--- src/tbe_pkg.sv ---
package tbe_pkg;

	localparam int PW       = 32;          // Q16.16 coordinate
	localparam int EW       = PW + 1;      // edge / point difference
	localparam int BW       = 68;          // wide multiplier operand (adjugate)
	localparam int CH       = 17;          // multiplier chunk of the wide operand
	localparam int NCH      = BW / CH;
	localparam int ACC_W    = 104;         // accumulator, holds the determinant
	localparam int INV_W    = 48;          // Q16.32 inverse entry
	localparam int FRAC_SH  = 24;          // 2^-48 to Q8.24
	localparam int RC_W     = ACC_W - FRAC_SH;
	localparam int BS_W     = RC_W + 2;
	localparam int AXES     = 3;
	localparam int CORNER_WORDS = 12;
	localparam int INV_WORDS    = 9;

	localparam logic OP_LOAD  = 1'b0;
	localparam logic OP_QUERY = 1'b1;

	localparam logic signed [ACC_W-1:0] RND_HALF = ACC_W'(64'h80_0000);
	localparam logic signed [PW-1:0]    ONE_Q24  = 32'sh0100_0000;
	localparam logic signed [BS_W-1:0]  S_MAX    = BS_W'(32'sh7fff_ffff);
	localparam logic signed [BS_W-1:0]  S_MIN    = BS_W'(32'sh8000_0000);

	typedef enum logic [3:0] {
		ST_IDLE, ST_WR, ST_LRD, ST_EDGE, ST_ADJ, ST_DET, ST_CHK, ST_INV,
		ST_QRD, ST_QDIFF, ST_QMAC, ST_QFIN, ST_DONE
	} st_t;

	typedef struct packed {
		logic start;
		logic clear;
		logic sub;
	} mac_cmd_t;

	function automatic logic [1:0] inc3(input logic [1:0] v);
		return (v == 2'd2) ? 2'd0 : v + 2'd1;
	endfunction

	function automatic logic [3:0] idx9(input logic [1:0] r, input logic [1:0] c);
		return {2'b00, r} * 4'd3 + {2'b00, c};
	endfunction

	function automatic logic signed [PW-1:0] sat32(input logic signed [BS_W-1:0] v);
		logic signed [PW-1:0] r;
		if (v > S_MAX) r = S_MAX[PW-1:0];
		else if (v < S_MIN) r = S_MIN[PW-1:0];
		else r = v[PW-1:0];
		return r;
	endfunction

endpackage

--- src/tbe_mac.sv ---
module tbe_mac (
	input  logic                            clk,
	input  logic                            arst_n,
	input  tbe_pkg::mac_cmd_t               cmd,
	input  logic signed [tbe_pkg::EW-1:0]   a,
	input  logic signed [tbe_pkg::BW-1:0]   b,
	input  logic signed [tbe_pkg::ACC_W-1:0] init,
	output logic                            done,
	output logic signed [tbe_pkg::ACC_W-1:0] acc
);
	import tbe_pkg::*;

	localparam int PRW = EW + BW;

	logic             busy_q, done_q, neg_q, clr_q;
	logic [2:0]       cnt_q;
	logic [EW-1:0]    am_q;
	logic [BW-1:0]    bm_q;
	logic [PRW-1:0]   prod_q;
	logic signed [ACC_W-1:0] acc_q, base, sp;
	logic [EW-1:0]    a_mag;
	logic [BW-1:0]    b_mag;
	logic [EW+CH-1:0] part;

	assign a_mag = a[EW-1] ? (~a + 1'b1) : a;
	assign b_mag = b[BW-1] ? (~b + 1'b1) : b;
	assign part  = am_q * bm_q[BW-1 -: CH];
	assign base  = clr_q ? init : acc_q;
	assign sp    = signed'(ACC_W'(prod_q));

	always_ff @(posedge clk or negedge arst_n) begin
		if (!arst_n) begin
			busy_q <= 1'b0;
			done_q <= 1'b0;
			cnt_q  <= '0;
		end else begin
			done_q <= 1'b0;
			if (cmd.start) begin
				busy_q <= 1'b1;
				cnt_q  <= '0;
			end else if (busy_q) begin
				if (cnt_q == 3'(NCH)) begin
					busy_q <= 1'b0;
					done_q <= 1'b1;
				end
				cnt_q <= cnt_q + 3'd1;
			end
		end
	end

	// top chunk first: shift the partial sum up and add the next partial product
	always_ff @(posedge clk) begin
		if (cmd.start) begin
			am_q   <= a_mag;
			bm_q   <= b_mag;
			neg_q  <= a[EW-1] ^ b[BW-1] ^ cmd.sub;
			clr_q  <= cmd.clear;
			prod_q <= '0;
		end else if (busy_q) begin
			if (cnt_q == 3'(NCH)) begin
				acc_q <= neg_q ? base - sp : base + sp;
			end else begin
				prod_q <= (prod_q << CH) + PRW'(part);
				bm_q   <= bm_q << CH;
			end
		end
	end

	assign done = done_q;
	assign acc  = acc_q;

endmodule

--- config.mk ---
export PLATFORM = sky130hd
export DESIGN_NAME = tbe_mac
export DESIGN_NICKNAME = d
export VERILOG_FILES = /design/src/tbe_pkg.sv /design/src/tbe_mac.sv
export SDC_FILE = /design/constraint.sdc
export NUM_CORES = 2
export LEC_CHECK = 0
export BUFFER_PORTS_ARGS = -buffer_cell sky130_fd_sc_hd__buf_2
export CAP_MARGIN = 20
export CORE_AREA = 2 2 262 264
export CTS_CLUSTER_DIAMETER = 60
export DETAILED_ROUTE_END_ITERATION = 10
export DIE_AREA = 0 0 264 266
export PLACE_DENSITY = 0.84
export SLEW_MARGIN = 20
export SYNTH_ARGS = -nofsm -noshare
export SYNTH_HDL_FRONTEND = slang
export SYNTH_SLANG_ARGS = --single-unit
--- constraint.sdc ---
create_clock -name clk -period 14.7 [get_ports clk]
set_input_delay 0.735 -clock clk [delete_from_list [all_inputs] [get_ports clk]]
set_output_delay 0.735 -clock clk [all_outputs]
set_load 0.1 [all_outputs]
## After elaboration in Yosys (flattened, before gate mapping)

Index checks and enable logic that the tools add are counted.

- $add $sub $neg: 6
- $mul: 1
- Divide/modulo/power cells: 0
- Order comparisons: 0
- Equality and inequality tests: 2
- Shifts and indexed selects: 0
- Muxes and demuxes: 15
- Bitwise gates (word level): 6
- Reductions and logical operators: 4

Operators by type and width:

| operator | count |
|---|---|
| 2-to-1 mux 68 bit | 4 |
| 2-to-1 mux 104 bit | 2 |
| adder 104 x 102 -> 104 bit | 1 |
| subtractor 104 x 102 -> 104 bit | 1 |
| adder 101 x 50 -> 101 bit | 1 |
| adder 68 x 1 -> 68 bit, second input constant | 1 |
| NOT 68 bit | 1 |
| multiplier 33 x 17 -> 50 bit | 1 |
| adder 33 x 1 -> 33 bit, second input constant | 1 |
| NOT 33 bit | 1 |
| 2-to-1 mux 32 bit | 1 |
| 2-to-1 mux 1 bit | 6 |
| 2-to-1 mux 3 bit | 2 |
| AND reduction 2 bit | 2 |
| adder 3 x 1 -> 3 bit, second input constant | 1 |
| equality test 3 bit, second input constant | 1 |
| AND reduction 3 bit | 1 |
| != test 2 bit, second input constant | 1 |
| NOT 1 bit | 2 |
| nonzero test 2 bit | 1 |
| XOR 1 bit | 2 |

- Register bits: 313
- Latch bits: 0
- Memory bits (writable): 0
- Memory bits (read-only): 0
- Output and inout port bits: 105
- Logic and storage cells: 44
- Memories kept: 0

## Depth between registers and ports, before layout

- Word-level depth: 4
- Depth in mapped cells: 27
- Mapped depth without buffers: 24

## Least setup slack after synthesis

OpenSTA, ideal clock, no wires.

- Kind: in2reg
- Start: input port cmd[2] in the netlist's numbering
- End: register acc_q[0] (netlist: acc[0]), enable pin
- Setup time: 0.716 ns
- Arrival time: 8.859 ns
- Path slack: 5.125 ns
- Cell stages on the path: 4
- Path through: clkbuf_1 -> clkbuf_1 -> buf_1 -> nor3b_1

- Longest elaborated chain between the ends: 2

Ends and longest elaborated chain:

| what | RTL line | RTL |
|---|---|---|
| from (decl) | tbe_mac.sv:4 | `input tbe_pkg::mac_cmd_t cmd,` |
| NOT 1 bit (no source line) | -- |  |
| AND reduction 3 bit (no source line) | -- |  |
| to (signal assigned) | tbe_mac.sv:61 | `acc_q <= neg_q ? base - sp : base + sp;` |
| to (decl) | tbe_mac.sv:20 | `logic signed [ACC_W-1:0] acc_q, base, sp;` |

No other way between the ends.
A chain may end at the register's enable or synchronous reset.

## Worst setup path after layout

- Start: register bm_q[66]
- End: register prod_q[61]

- Longest elaborated chain between the ends: 2

Ends and longest elaborated chain:

| what | RTL line | RTL |
|---|---|---|
| from (decl) | tbe_mac.sv:18 | `logic [BW-1:0] bm_q;` |
| from (signal assigned) | tbe_mac.sv:55 | `bm_q <= b_mag;` |
| from (signal assigned) | tbe_mac.sv:64 | `bm_q <= bm_q << CH;` |
| multiplier 33 x 17 -> 50 bit | tbe_mac.sv:27 | `assign part = am_q * bm_q[BW-1 -: CH];` |
| adder 101 x 50 -> 101 bit | tbe_mac.sv:63 | `prod_q <= (prod_q << CH) + PRW'(part);` |
| to (signal assigned) | tbe_mac.sv:63 |  |
| to (decl) | tbe_mac.sv:19 | `logic [PRW-1:0] prod_q;` |

No other way between the ends.

==> results.py <==
metrics = {
    "clocking": {
        "post-cts-setup-buffer-count": 0,
        "clk_root_buffer_cell": "clkbuf_16",
        "tritoncts_num_sinks": 313,
        "cts-buffers-inserted": 38,
        "h-tree-depth": 2,
        "tritoncts": "yes",
        "clk_pin_slew_ns": 0.06,
        "clock_tree.buffer_depth": 3,
        "insertion_delay_ns": 0.59,
    },
    "place": {
        "port-buffer-count": 314,
        "dp_worst_slack_ns": 6.79,
        "number_of_placed_instances_with_taps_included": 5891,
        "place_congestion": 0.994,
        "post-dp-hpwl_um": 94800,
    },
    "cells_and_area": {
        "post_route_cells_drive_above_1_share": 0.111,
        "final.fill_count": 5451,
        "final_cell_count_no_fill": 5962,
        "syn2layout_area_growth_pct": 7.21,
        "num-nets-final": 6008,
    },
    "floorplanning": {
        "standard_cell_rows": 96,
        "total_die_area_um2": 70200,
        "floorplan.io_pins": 315,
        "core-area_um2": 67700,
        "floorplan.initialDensity": 0.633,
        "floorplan.die.height_um": 266,
        "dieWidth_um": 264,
    },
    "logic_synthesis": {
        "netlist_instances": 4952,
        "top_ff_cell_synth": "edfxtp_1",
        "synthesis.nets": 5910,
        "synthDominantCellAreaShare": 0.233,
        "synth_edf_count": 207,
        "synth-async-reset-ratio": 0.0160,
        "synthTopCellsByCount": "inv_1, nand2_1, fa_1, a21oi_1, nor2_1",
        "ys_warn_count": 0,
        "syn-cell-area_um2": 42900,
        "post_synth.cell_area_avg_um2": 8.66,
        "synthMostInstantiatedCell": "inv_1",
        "yosys_register_bits": 313,
        "synth_cell_types": 85,
        "post-synth-top-area-cell": "fa_1",
        "synth_sequential_area_ratio": 0.195,
        "synthTopCellsByArea": "fa_1, edfxtp_1, ha_1",
    },
    "routing": {
        "drt_pre_antenna_iters": 6,
        "final_antenna_net_count": 0,
        "via_per_inst": 6.10,
        "detail_route.drc_violations": 0,
        "wire_per_inst_um": 20.1,
        "drt-total-wl_um": 120000,
        "via_count": 36355,
        "drt-initial-drc-count": 3330,
    },
    "setup_path": {
        "crit_path_cell_trace": "and2_1, fa_1, fa_1, fa_1, fa_1, fa_1, inv_1, fa_1, inv_1, ha_1, nand2_1, nor2_1, nor4b_1, o21ai_0, a221oi_1, o2111ai_1, a31oi_1, buf_4, and3b_1, xnor2_1, a21oi_1",
        "cp_max_fo": 33,
        "critical_path_buf_inv_count": 3,
        "crit_path_max_incr_delay_ns": 1.05,
        "crit_required_ns": 15.12,
        "worstSetupStartpointType": "flip-flop",
        "critical-path-top-cell-by-count": "fa_1",
        "worst_path_max_delay_cell": "edfxtp_1",
        "crit_arrival_ns": 8.43,
        "critical_path_class": "flip-flop to flip-flop",
        "worst_path_dominant_cell_family": "adder cells",
        "setup.worst_path.end_class": "flip-flop",
    },
    "sta": {
        "setup_repair_after_global_routing_missed_its_margin": "no",
        "worst-slew-pin-transition_ns": 1.12,
        "fmax_mhz": 125,
        "finalHoldViolCount": 0,
        "slew-limit-headroom": 0.247,
        "fin_worst_hold_slack_ns": 0.351,
        "clock-skew-final_ns": 0.0455,
        "fin_crit_ns": 8.01,
        "worst_slack_ns": 6.69,
        "timing.final.crit_share": 0.545,
        "final_setup_tns_ns": 0,
        "timing.final.max_slew_violations": 0,
        "setup_viol": 0,
    },
    "grt": {
        "grt_max_degree": 113,
        "grt_pass1_vias": 36523,
        "grt_antenna_before_repair": 7,
        "grt_util_all_layers": 0.341,
        "grt_first_pass_wirelength_um": 191000,
        "grt-ovfl-total": 0,
    },
    "outcome": {
        "run_status": "completed",
    },
    "flow_run": {
        "maxCapViolCount": 0,
    },
    "worst_hold_path": {
        "worst_hold_path_type": "input port to flip-flop",
    },
}
-- kinds of logic after synthesis --
logic type,after synthesis,synth area share
multiplexers,123,0.0319
AND/OR/NAND/NOR,1556,0.178
flip-flops,313,0.195
XOR/XNOR,353,0.0721
adder cells (fa/ha/maj),748,0.306
buffers and inverters,899,0.0790
AO/OA/AOI/OAI,960,0.139
-- metal layers --
| layer | vias to the layer above | GRT usage | part of all wire |
|---|---|---|---|
| li1 | 16769 | - | - |
| met3 | 383 | 0.0500 | 0.071 |
| met2 | 1548 | 0.594 | 0.50 |
| met1 | 17643 | 0.416 | 0.38 |
| met5 | - | 0 | 0.00063 |
| met4 | 12 | 0.168 | 0.051 |
-- final timing paths --
kind | from | end | slack (ns) | cells past startpoint
worst max-delay path | bm_q[66] | prod_q[61] | 6.69 | 21
worst min-delay path | cmd[1] | clr_q | 0.35 | 1
worst max register to register | bm_q[66] | prod_q[61] | 6.69 | 21
worst min register to register | prod_q[31] | prod_q[31] | 0.48 | 2
max in group asynchronous | arst_n | cnt_q[0] | 14.01 | 2
min in group asynchronous | arst_n | done | 0.53 | 2
-- timing repair --
item / CTS / global route
endpoints found under the hold margin: 5 / 0
gates resized for setup: 0 / 0
hold buffers: 1 / 0
-- per-stage QoR --
stage	area [um2]	utilization
after global placement	44700	0.660
final	46000	0.678
after detailed placement	44700	0.660
after CTS	46000	0.678
after floorplan	42900	-
after global routing	46000	0.678
-- flip-flops by register name (all words and copies together) (netlist names) --
| register | cells |
|---|---|
| acc | 104 |
| busy_q | 1 |
| done | 1 |
| cnt_q | 3 |
| am_q | 33 |
| clr_q | 1 |
| neg_q | 1 |
| bm_q | 68 |
| prod_q | 101 |
-- layout make-up --
class                      instances  area [um2]  area share
antenna                            1        2.50   0.0000544
clock inverter                    24         203     0.00441
inverter                         609        2290      0.0497
multi-input combinational       3740       31100       0.677
sequential                       313        8360       0.182
clock buffer                      45        1020      0.0222
timing repair buffer             348        1850      0.0402
tap                              882        1100      0.0240
-- placed cells by master, fill, tap and decap left out, types with 44 or more instances in the layout --
cell,count
a21oi_1,346
xor2_1,115
inv_1,606
o31ai_1,44
nand4_1,60
buf_2,313
mux2_2,110
xnor2_1,238
o21ai_0,198
dfxtp_1,101
a31oi_1,54
fa_1,498
a21o_1,103
and2_1,269
nand3_1,61
ha_1,250
nand2_1,582
edfxtp_1,207
nor3_1,65
nor2_1,275
Power is not shown: default switching activity piles up to over one toggle a cycle in this logic, so the estimate is an artifact.
