[src/tbe_ram.sv]
module tbe_ram #(
	parameter int WIDTH = 32,
	parameter int DEPTH = 16,
	localparam int AW = $clog2(DEPTH)
) (
	input  logic             clk,
	input  logic             we,
	input  logic [AW-1:0]    waddr,
	input  logic [WIDTH-1:0] wdata,
	input  logic [AW-1:0]    raddr,
	output logic [WIDTH-1:0] rdata
);

	logic [WIDTH-1:0] mem_q [DEPTH];

	always_ff @(posedge clk) begin
		if (we) mem_q[waddr] <= wdata;
		rdata <= mem_q[raddr];
	end

endmodule

[config.mk]
export PLATFORM = sky130hd
export DESIGN_NAME = tbe_ram
export DESIGN_NICKNAME = d
export VERILOG_FILES = /design/src/tbe_ram.sv
export SDC_FILE = /design/constraint.sdc
export NUM_CORES = 1
export LEC_CHECK = 0
export ABC_AREA = 0
export BUFFER_PORTS_ARGS = -buffer_cell sky130_fd_sc_hd__buf_2
export CAP_MARGIN = 0
export CORE_ASPECT_RATIO = 0.6
export CORE_UTILIZATION = 44
export CTS_CLUSTER_DIAMETER = 60
export DETAILED_ROUTE_END_ITERATION = 8
export GPL_TIMING_DRIVEN = 0
export PLACE_DENSITY = 0.62
export SLEW_MARGIN = 10
export SYNTH_ARGS = -nofsm -noshare
export SYNTH_HDL_FRONTEND = slang
export SYNTH_SLANG_ARGS = --single-unit
[constraint.sdc]
create_clock -name clk -period 3.4 [get_ports clk]
set_input_delay 0.34 -clock clk [delete_from_list [all_inputs] [get_ports clk]]
set_output_delay 0.34 -clock clk [all_outputs]
set_load 0.03 [all_outputs]
# After elaboration in Yosys (flattened, before gate mapping)
# Memory sizes are Yosys's and may differ from the RTL's. A register that Yosys moved wholly into a read port is not among the register bits.
# Index checks and enable logic that the tools add are counted.
# word_totals
ff_bits	0
ram_bits	512
in_bits	42
output_inout_bits	32
elab_cells	3
n_memories	1
# mem_list
memory	words	width	read_ports	rd_clocked_by_memory_dff	write_ports	line	rtl
mem_q	16	32	1	1	1	14	logic [WIDTH-1:0] mem_q [DEPTH];
# op_classes
n_mux	2
# op_table
op	count
1-bit two-way mux	2

# Longest topological paths before layout
# Gate-level depths: netlist (run 1).
# depth
ltp_word	2
depth_mapped	5
ltp_nobuf	3

# Worst setup path before layout (run 1)
# No wires, ideal clock.
# synth_timing
kind	input-to-reg
start	input port waddr[2]
end	memory mem_q[0][0] (enable)
setup_ns	0.461
arrival_time_ns	3.058
required_ns	2.939
slack_ns	-0.120
cell_stages	2
path_buffers	0
path_cell_list	or3b_2 -> nor3_1
# synth_lines
element	line	rtl
from (decl)	8	input logic [AW-1:0] waddr,
to (decl)	14	
# No word-level cell before the write port.

# Worst setup path in the final report (run 1)
# layout_timing
start	input port we
end	memory mem_q[12][1] (enable)
# layout_via
elab_chain_len	2
# layout_lines
element	line	rtl
from (decl)	7	input logic we,
1-bit two-way mux	17	if (we) mem_q[waddr] <= wdata;
1-bit two-way mux (implied by the code)	17	
# Every way passes these cells.

==> results of run 1 <==
==> sequential cells by signal, summed over array words and instances, names as in the netlist <==
name,flops
mem_q,512
rdata,32
==> final timing paths <==
check / startpoint / to / slack, ns / depth (start not counted)
worst max register to register: mem_q[2][3]$_DFFE_PP_ / rdata[3]$_DFF_P_ / 2.01 / 3
worst max-delay path: we / mem_q[12][1]$_DFFE_PP_ / 1.57 / 6
worst min register to register: mem_q[14][27]$_DFFE_PP_ / rdata[27]$_DFF_P_ / 0.67 / 3
worst min-delay path: wdata[10] / mem_q[11][10]$_DFFE_PP_ / 0.16 / 1
==> metal layers <==
layer  track usage (%)  wire (µm)
met5                 0          0
met4             4.056        889
met3             3.563       3212
met2             29.57      20280
met1             30.06      20000
==> area by class of cell <==
class	instances	area (µm²)	share of cell area, %
clock buffer	55	1226	5.312
tap	579	724.4	3.138
timing repair buffer	103	929.6	4.027
clock inverter	30	225.2	0.9757
multi-input combinational	251	3732	16.17
antenna	3	7.507	0.03252
buffer	43	222.7	0.9648
sequential	544	16020	69.38
==> cells by family (layout without fill, tap and decap cells) <==
logic type / count (synthesis) / after routing / synth area share [%]
AO/OA/AOI/OAI: 64 / 64 / 2.420
buffers and inverters: 43 / 231 / 1.122
flip-flops: 544 / 544 / 80.67
multiplexers: 128 / 128 / 14.52
other: 0 / 3 / 0
AND/OR/NAND/NOR: 59 / 59 / 1.273
==> metrics by stage <==
| step | power (mW) | worst slack (ns) | utilization, % | hold WS [ns] |
|---|---|---|---|---|
| floorplan | 8.123 | 0.1807 | - | 0.4389 |
| global placement | 8.427 | -2.938 | 47.67 | 0.6524 |
| detailed placement | 8.473 | 1.015 | 49.23 | 0.6584 |
| CTS | 13.55 | 1.598 | 52.54 | 0.1287 |
| global route | 13.86 | 1.536 | 52.54 | 0.1437 |
| finish | 13.44 | 1.575 | 52.55 | 0.1552 |
==> Yosys cell counts <==
cell type,count,area (µm²)
nor2_1,13,48.80
nand3_1,1,5.000
or3b_2,1,8.760
nand2b_1,2,12.51
dfxtp_1,32,640.6
buf_4,11,82.58
nor3_1,4,20.02
and2_1,1,6.260
a22oi_1,64,480.5
buf_2,4,20.02
nor2b_1,2,12.51
buf_6,2,22.52
buf_1,9,33.78
nand3b_1,2,15.01
clkbuf_1,17,63.81
nand2_1,33,123.9
edfxtp_1,512,15370
mux4_2,128,2883
==> worst max-delay path: cells and delay by family <==
family	cells	cell delay (ns)
buf+inv	4	0.73
simple gates	2	1.00
==> power groups by stage <==
stage                     clock network [mW]  logic (mW)  registers [mW]
after floorplan                            0       0.360            7.76
after global placement                     0       0.744            7.68
after CTS                               5.22       0.794            7.53
after global routing                    5.48       0.839            7.54
after detailed placement                   0       0.794            7.68
final                                   5.13       0.784            7.53
==> run summary, run 1 <==
Final slew viol count: 0
Routability Congestion: 0.7049
Routed Antenna Nets: 0
Critical path, cell by cell: buf_2, nand3_1, nor3_2, buf_6, buf_6, buf_4
Global-route wire length before repair: 64.91 mm
Largest net degree at the start of global routing: 21
Sequential area share after synthesis: 80.67%
Max VDD drop: 0.3738 mV
YS warnings: 0
HPWL after DPL: 27.95 mm
Pint: 10.59 mW
Most common cell after layout, fill and taps aside: edfxtp_1
Fin cells: 1608
Post-Syn Area: 19850 µm²
Crit start category: input port
Slowest stage delay, CP: 0.68 ns
Syn Nets: 880
CP max stage cell: nor3_2
Vias in the first global route: 9304
Avg Cell Area, Syn: 23.69 µm²
Ports: 74
Netlist cell types: 18
Crit path top cell by count: buf_6
Placeable Area: 43920 µm²
Wire per inst: 27.60 µm
Kind of critical path: input port to flop
Root Driver: clkbuf_16
Required time worst endpoint: 3.65 ns
Switching portion of total power: 21.20%
Initial Util: 45.20%
Final Skew: 0.01387 ns
Seq pwr share: 56.0%
Endpoints failing hold: 0
CP max FO: 8
Syn Inst Count: 838
Final setup viols: 0
CTS buffer count: 47
Dpl cell area: 21620 µm²
Nets@finish: 1032
Design Area, Final: 23080 µm²
Number of remaining DRC errors: 0
Crit path DAT: 2.08 ns
Total global routing track utilization: 19.60%
Max-cap violations: 0
Die height: 166.5 µm
Die Wd: 276.2 µm
Crit path capture type: flop
Worst slew pin tran: 0.9928 ns
CTS Hold Bufs: 0
Period utilization: 53.69%
PwrDens: 582.3 nW/µm²
First-pass detailed-route iteration total: 5
Max Buffers Root-to-Sink: 3
Clk pwr share: 38.1%
Max_slew headroom: 33.81%
# resized after CTS: 0
Commonest non-fill, non-tap cells in the layout: edfxtp_1, mux4_2, buf_2
CTS tree: done
# port buffers: 71
Worst hold path class: input port to flop
GRT overflow: 0
H-tree depth: 2
Post-Route WL: 44.38 mm
Layout area overhead: 16.27%
Clock tree sinks: 544
F_max: 547.8 MHz
Reg clk slew, reported paths: 0.07 ns
Starting DRT DRC Count: 1172
Initial antenna violation count: 3
Total net switching power: 2.850 mW
Outcome: finished, final reports clean
Row count: 59
Via count: 9260
Vias/cell: 5.759
RSZ-0062 raised after global routing: no
Gate power share: 5.8%
Die area: 46000 µm²
FILL cells: 3329
Layout cells sized above 1: 32.55%
Register bit count reported by yosys: 544
Leak: 7.400 nW
Post-Route Setup TNS: 0 ns
Final Critical Period: 1.825 ns
Setup Buffers After CTS: 0
Clock Latency Late Sink: 0.56 ns
# placed instances: 1520
(Power assumes the default switching activity.)
==> run 2, diff against run 1 <==
==> constraint.sdc (replaced) <==
create_clock -name clk -period 1.57 [get_ports clk]
set_input_delay 0.157 -clock clk [delete_from_list [all_inputs] [get_ports clk]]
set_output_delay 0.157 -clock clk [all_outputs]
set_load 0.03 [all_outputs]
==> run 2 against run 1 <==
Net effect: sequential share of layout area shrank 0.95 points; register-to-register slack lost 1.8 ns; highest routed layer unchanged; global-route usage shrank 0.80 points; count of clock-buffer cells in the layout grew 19; critical path depth shrank 2; cell count grew 1.5%; worst setup slack lost 1.5 ns; die area is the same; first-iteration DRC count shrank 21%.
==> run summary, run 2 (same netlist as run 1, synthesis figures left out) <==
Outcome: finished, final reports clean
Number of remaining DRC errors: 0 (unchanged)
Ports: 74 (unchanged)
CTS buffer count: 48 (+2.1%)
GRT overflow: 0 (unchanged)
Starting DRT DRC Count: 924 (-21%)
CP max stage cell: nor2_4
Initial antenna violation count: 0 (-3)
Die area: 46000 µm² (unchanged)
PwrDens: 1269 nW/µm² (+120%)
Sequential cell area: 16020 µm² (unchanged)
Regs by FF count: mem_q x512, rdata x32
CTS tree: done
Routed Antenna Nets: 0 (unchanged)
Slowest stage delay, CP: 0.74 ns (+0.06 ns)
RSZ-0062 raised after global routing: no
CP max FO: 18 (+10)
Max reg flops: 512 (unchanged)
Die Wd: 276.2 µm (unchanged)
Final setup viols: 0 (unchanged)
Required time worst endpoint: 1.82 ns (-1.83 ns)
Leak: 7.512 nW (+1.5%)
Crit path capture type: flop
Endpoints failing hold: 0 (unchanged)
Wire per inst: 26.05 µm (-5.6%)
Post-Route WL: 42.51 mm (-4.2%)
Clock tree sinks: 544 (unchanged)
Max_slew headroom: 36.91% (+3.1 points)
Global-route wire length before repair: 63.01 mm (-2.9%)
# port buffers: 71 (unchanged)
H-tree depth: 2 (unchanged)
Final slew viol count: 0 (unchanged)
Largest net degree at the start of global routing: 22 (+4.8%)
Worst hold path class: input port to flop
Root Driver: clkbuf_16
Fin cells: 1632 (+1.5%)
Nets@finish: 1055 (+2.2%)
Max Buffers Root-to-Sink: 3 (unchanged)
Worst slew pin tran: 0.9464 ns (-0.04641 ns)
Final core utilization: 53.29% (+0.73 points)
Most common cell after layout, fill and taps aside: edfxtp_1
Reg with most FFs: mem_q
Setup Buffers After CTS: 0 (unchanged)
Final Critical Period: 1.473 ns
FILL cells: 3306 (-0.69%)
Multi-input logic area: 3759 µm² (+0.70%)
Final Skew: 0.01904 ns (+0.005170 ns)
Critical path, cell by cell: buf_2, nand2_1, nor2_4, buf_16
Reg clk slew, reported paths: 0.06 ns (about the same)
Initial Util: 45.20% (unchanged)
Crit path DAT: 1.73 ns (-0.35 ns)
First-pass detailed-route iteration total: 5 (unchanged)
Commonest non-fill, non-tap cells in the layout: edfxtp_1, mux4_2, buf_2
Placeable Area: 43920 µm² (unchanged)
Layout area overhead: 17.88%
Max-cap violations: 0 (unchanged)
HPWL after DPL: 27.08 mm (-3.1%)
Via count: 9143 (-1.3%)
Routability Congestion: 0.6986 (-0.89%)
Crit start category: input port
N_diodes: 0 (-3)
Total global routing track utilization: 18.80% (-0.80 points)
Vias/cell: 5.602 (-2.7%)
Row count: 59 (unchanged)
WHS: 0.1296 ns (-0.02562 ns)
Vias in the first global route: 9387 (+0.89%)
Period utilization: 93.82%
# placed instances: 1510 (-0.66%)
Die height: 166.5 µm (unchanged)
Layout cells sized above 1: 30.67% (-1.9 points)
Kind of critical path: input port to flop
Clock Latency Late Sink: 0.57 ns (about the same)
Max VDD drop: 0.9914 mV (+170%)
F_max: 678.9 MHz
==> run 2: area by class of cell <==
class	instances	area share, %
well taps	579	3.095
multi-input cells	251	16.06
clock inverters	16	0.5720
plain buffers	43	0.9516
flip-flops and latches	544	68.43
clock buffers	74	6.116
repair buffers	125	4.779
==> run 2: report_power, final <==
part,internal [mW],switching (mW),leakage (nW),total [mW]
Clock,6.61,5.05,0.762,11.7
Sequential,16.2,0.0810,4.89,16.3
Combinational,0.672,1.06,1.86,1.73
Total,23.5,6.19,7.51,29.7
==> run 2: routing by layer <==
layer  share of wire [%]  track usage [%]
met5                   0                0
met4                 1.2            3.449
met3                 6.5            3.072
met2                  44            26.94
met1                  48            30.53
==> run 2: per-stage QoR <==
| step | instance area [µm²] | power [mW] | TNS (ns) | worst slack (ns) |
|---|---|---|---|---|
| 4_1_cts | 23400 | 29.95 | 0 | 0.09387 |
| 3_3_place_gp | 21080 | 18.25 | -433.05 | -1.354 |
| 6_report | 23400 | 29.70 | 0 | 0.09708 |
| 3_5_place_dp | 21520 | 18.32 | -151.78 | -0.4904 |
| 5_1_grt | 23400 | 30.62 | 0 | 0.03027 |
| 2_1_floorplan | 20000 | 17.61 | -26.21 | -0.2962 |
==> run 2: final timing paths <==
kind	start	to	slack (ns)	cells after the start
hold reg to reg	mem_q[14][23]$_DFFE_PP_	rdata[23]$_DFF_P_	0.67	3
setup reg to reg	mem_q[2][22]$_DFFE_PP_	rdata[22]$_DFF_P_	0.19	3
hold / removal	raddr[3]	rdata[31]$_DFF_P_	0.13	4
setup / recovery	waddr[0]	mem_q[7][1]$_DFFE_PP_	0.1	4
==> run 2: what timing repair did <==
action | in CTS | in global routing
hold endpoints to repair | 512 | 0
endpoints found under the setup margin | 0 | 0
resized for setup | 0 | 0
hold buffers | 32 | 0
==> run 2: worst max-delay path, delay by kind of cell <==
family,cells,cell delay [ns]
buf+inv,2,0.49
simple gates,2,1.04
==> run 3, diff against run 2 <==
--- a/config.mk
+++ b/config.mk
@@ -8,12 +8,14 @@
 export ABC_AREA = 0
 export BUFFER_PORTS_ARGS = -buffer_cell sky130_fd_sc_hd__buf_2
 export CAP_MARGIN = 0
+export CELL_PAD_IN_SITES_DETAIL_PLACEMENT = 1
+export CELL_PAD_IN_SITES_GLOBAL_PLACEMENT = 2
 export CORE_ASPECT_RATIO = 0.6
 export CORE_UTILIZATION = 44
 export CTS_CLUSTER_DIAMETER = 60
 export DETAILED_ROUTE_END_ITERATION = 8
 export GPL_TIMING_DRIVEN = 0
-export PLACE_DENSITY = 0.62
+export PLACE_DENSITY = 0.74
 export SLEW_MARGIN = 10
 export SYNTH_ARGS = -nofsm -noshare
 export SYNTH_HDL_FRONTEND = slang
==> run 3 against run 2 <==
Net effect: register-to-register slack worse by 0.04 ns; flip-flop and latch count did not move; largest cell class unchanged; sequential power barely moved; clock skew down 0.011 ns; utilization fell by 0.10 points; non-clock buffer count shrank 1; largest power group unchanged; critical endpoint is now rdata[16]$_DFF_P_; global-route usage increased by 2.0 points; critical path depth increased by 1; count of clock-buffer cells in the layout unchanged; worst hold slack better by 0.0015 ns; highest routed layer unchanged; sequential share of layout area is 0.13 points higher.
==> run summary, run 3 (same netlist as run 1, synthesis figures left out) <==
Reg clk slew, reported paths: 0.07 ns (about the same)
Kind of critical path: input port to flop
Largest net degree at the start of global routing: 22 (unchanged)
Vias in the first global route: 10090 (+7.5%)
R2R Path Start: mem_q[3][5]$_DFFE_PP_
Min-delay src: waddr[0]
Die Wd: 276.2 µm (unchanged)
Multi-input logic area: 3759 µm² (unchanged)
Outcome: finished, final reports clean
Initial Util: 45.20% (unchanged)
Final setup viols: 0 (unchanged)
Total global routing track utilization: 20.81% (+2.0 points)
Wire per inst: 28.80 µm (+11%)
Worst slew pin tran: 0.9838 ns (+0.03736 ns)
Vias/cell: 5.789 (+3.3%)
Layout area overhead: 17.66%
Max Buffers Root-to-Sink: 3 (unchanged)
Crit path DAT: 1.92 ns (+0.19 ns)
Crit path capture type: flop
Design Area, Final: 23360 µm² (-0.19%)
# placed instances: 1509 (-0.066%)
HPWL after DPL: 29.83 mm (+10%)
Row count: 59 (unchanged)
Post-Route WL: 47.03 mm (+11%)
Max_slew headroom: 34.41% (-2.5 points)
Setup slack, reg-to-reg: 0.15 ns (-0.04 ns)
CTS buffer count: 49 (+2.1%)
FILL cells: 3803 (+15%)
Fin cells: 1633 (+0.061%)
Worst hold path class: input port to flop
Final slew viol count: 0 (unchanged)
Placeable Area: 43920 µm² (unchanged)
Layout cells sized above 1: 31.08% (+0.41 points)
Ports: 74 (unchanged)
First-pass detailed-route iteration total: 4 (-1)
Crit path from: raddr[1]
Max VDD drop: 0.9737 mV (-1.8%)
Leak: 7.503 nW (-0.13%)
Clock tree sinks: 544 (unchanged)
Max reg flops: 512 (unchanged)
CTS tree: done
WHS: 0.1311 ns (+0.001499 ns)
CP max FO: 10 (-8)
Die area: 46000 µm² (unchanged)
Crit start category: input port
Clock Latency Late Sink: 0.57 ns (about the same)
Nets@finish: 1055 (unchanged)
Commonest non-fill, non-tap cells in the layout: edfxtp_1, mux4_2, buf_2
F_max: 679.5 MHz (about the same)
Reg with most FFs: mem_q
Most common cell after layout, fill and taps aside: edfxtp_1
Starting DRT DRC Count: 992 (+7.4%)
Period utilization: 93.73% (about the same)
Dpl cell area: 21480 µm² (-0.20%)
H-tree depth: 2 (unchanged)
PwrDens: 1276 nW/µm² (+0.56%)
# port buffers: 71 (unchanged)
Initial antenna violation count: 2 (+2)
Routed Antenna Nets: 0 (unchanged)
Die height: 166.5 µm (unchanged)
Setup Buffers After CTS: 0 (unchanged)
Sequential cell area: 16020 µm² (unchanged)
Number of remaining DRC errors: 0 (unchanged)
Root Driver: clkbuf_16
Final Skew: 0.007684 ns (-0.01135 ns)
Via count: 9453 (+3.4%)
RSZ-0062 raised after global routing: no
Final Critical Period: 1.472 ns (-0.001307 ns)
GRT overflow: 0 (unchanged)
Endpoints failing hold: 0 (unchanged)
Required time worst endpoint: 2.02 ns (+0.20 ns)
Max-cap violations: 0 (unchanged)
Global-route wire length before repair: 68.84 mm (+9.3%)
Regs by FF count: mem_q x512, rdata x32
Routability Congestion: 0.7026 (+0.57%)
## run 3: cell count changes in the layout (fill, tap and decap cells not counted), sizes merged
cell	previous run	this run
diode	0	2
inv	0	1
buf	119	118
bufinv	2	1
## run 3: final timing paths
check                                 to  cells past startpoint
setup / recovery       rdata[16]$_DFF_P_                      5
hold / removal    mem_q[8][23]$_DFFE_PP_                      2
setup reg to reg        rdata[5]$_DFF_P_                      3
hold reg to reg        rdata[29]$_DFF_P_                      3
## run 3: metal layers
metal  share of wire (%)  wire length (µm)  up-vias  track usage [%]
li1                    -                 -     3927                -
met1                  47             21920     5119            32.42
met2                  45             21160      354            30.81
met3                 6.9              3223       53            3.549
met4                 1.5               722        0            4.858
met5                   0                 0        -                0
## run 3: cell type report
type                            count  area share [%]
Sequential cell                   544           68.56
Tap cell                          579           3.101
Clock buffer                       74           6.218
Timing Repair Buffer              124           4.606
Antenna cell                        2         0.02142
Clock inverter                     16          0.4499
Buffer                             43          0.9587
Multi-Input combinational cell    251           16.09
## run 3: report_power, final
part           internal (mW)  switching [mW]
Combinational          0.669            1.10
Clock                   6.55            5.18
Sequential              16.2          0.0898
Total                   23.4            6.37
## run 3: critical path: stages
cell and delay, ns:
buf_2 0.25, buf_1 0.75, mux4_2 0.41, a22oi_1 0.26, nand2_1 0.08
## run 3: what timing repair did
item	CTS	global route
hold endpoints to repair	512	0
endpoints found under the setup margin	0	2
hold buffers	32	0
resized for setup	0	2
## run 3: per-stage QoR
step	util, %	setup WS, ns	power, mW	setup TNS, ns
3_3_place_gp	47.98	-1.458	18.27	-458.90
3_5_place_dp	48.90	-0.5291	18.37	-164.58
2_1_floorplan	-	-0.2962	17.61	-26.21
4_1_cts	53.17	0.07245	30.09	0
6_report	53.19	0.09839	29.81	0
5_1_grt	53.19	0.0005163	30.69	0
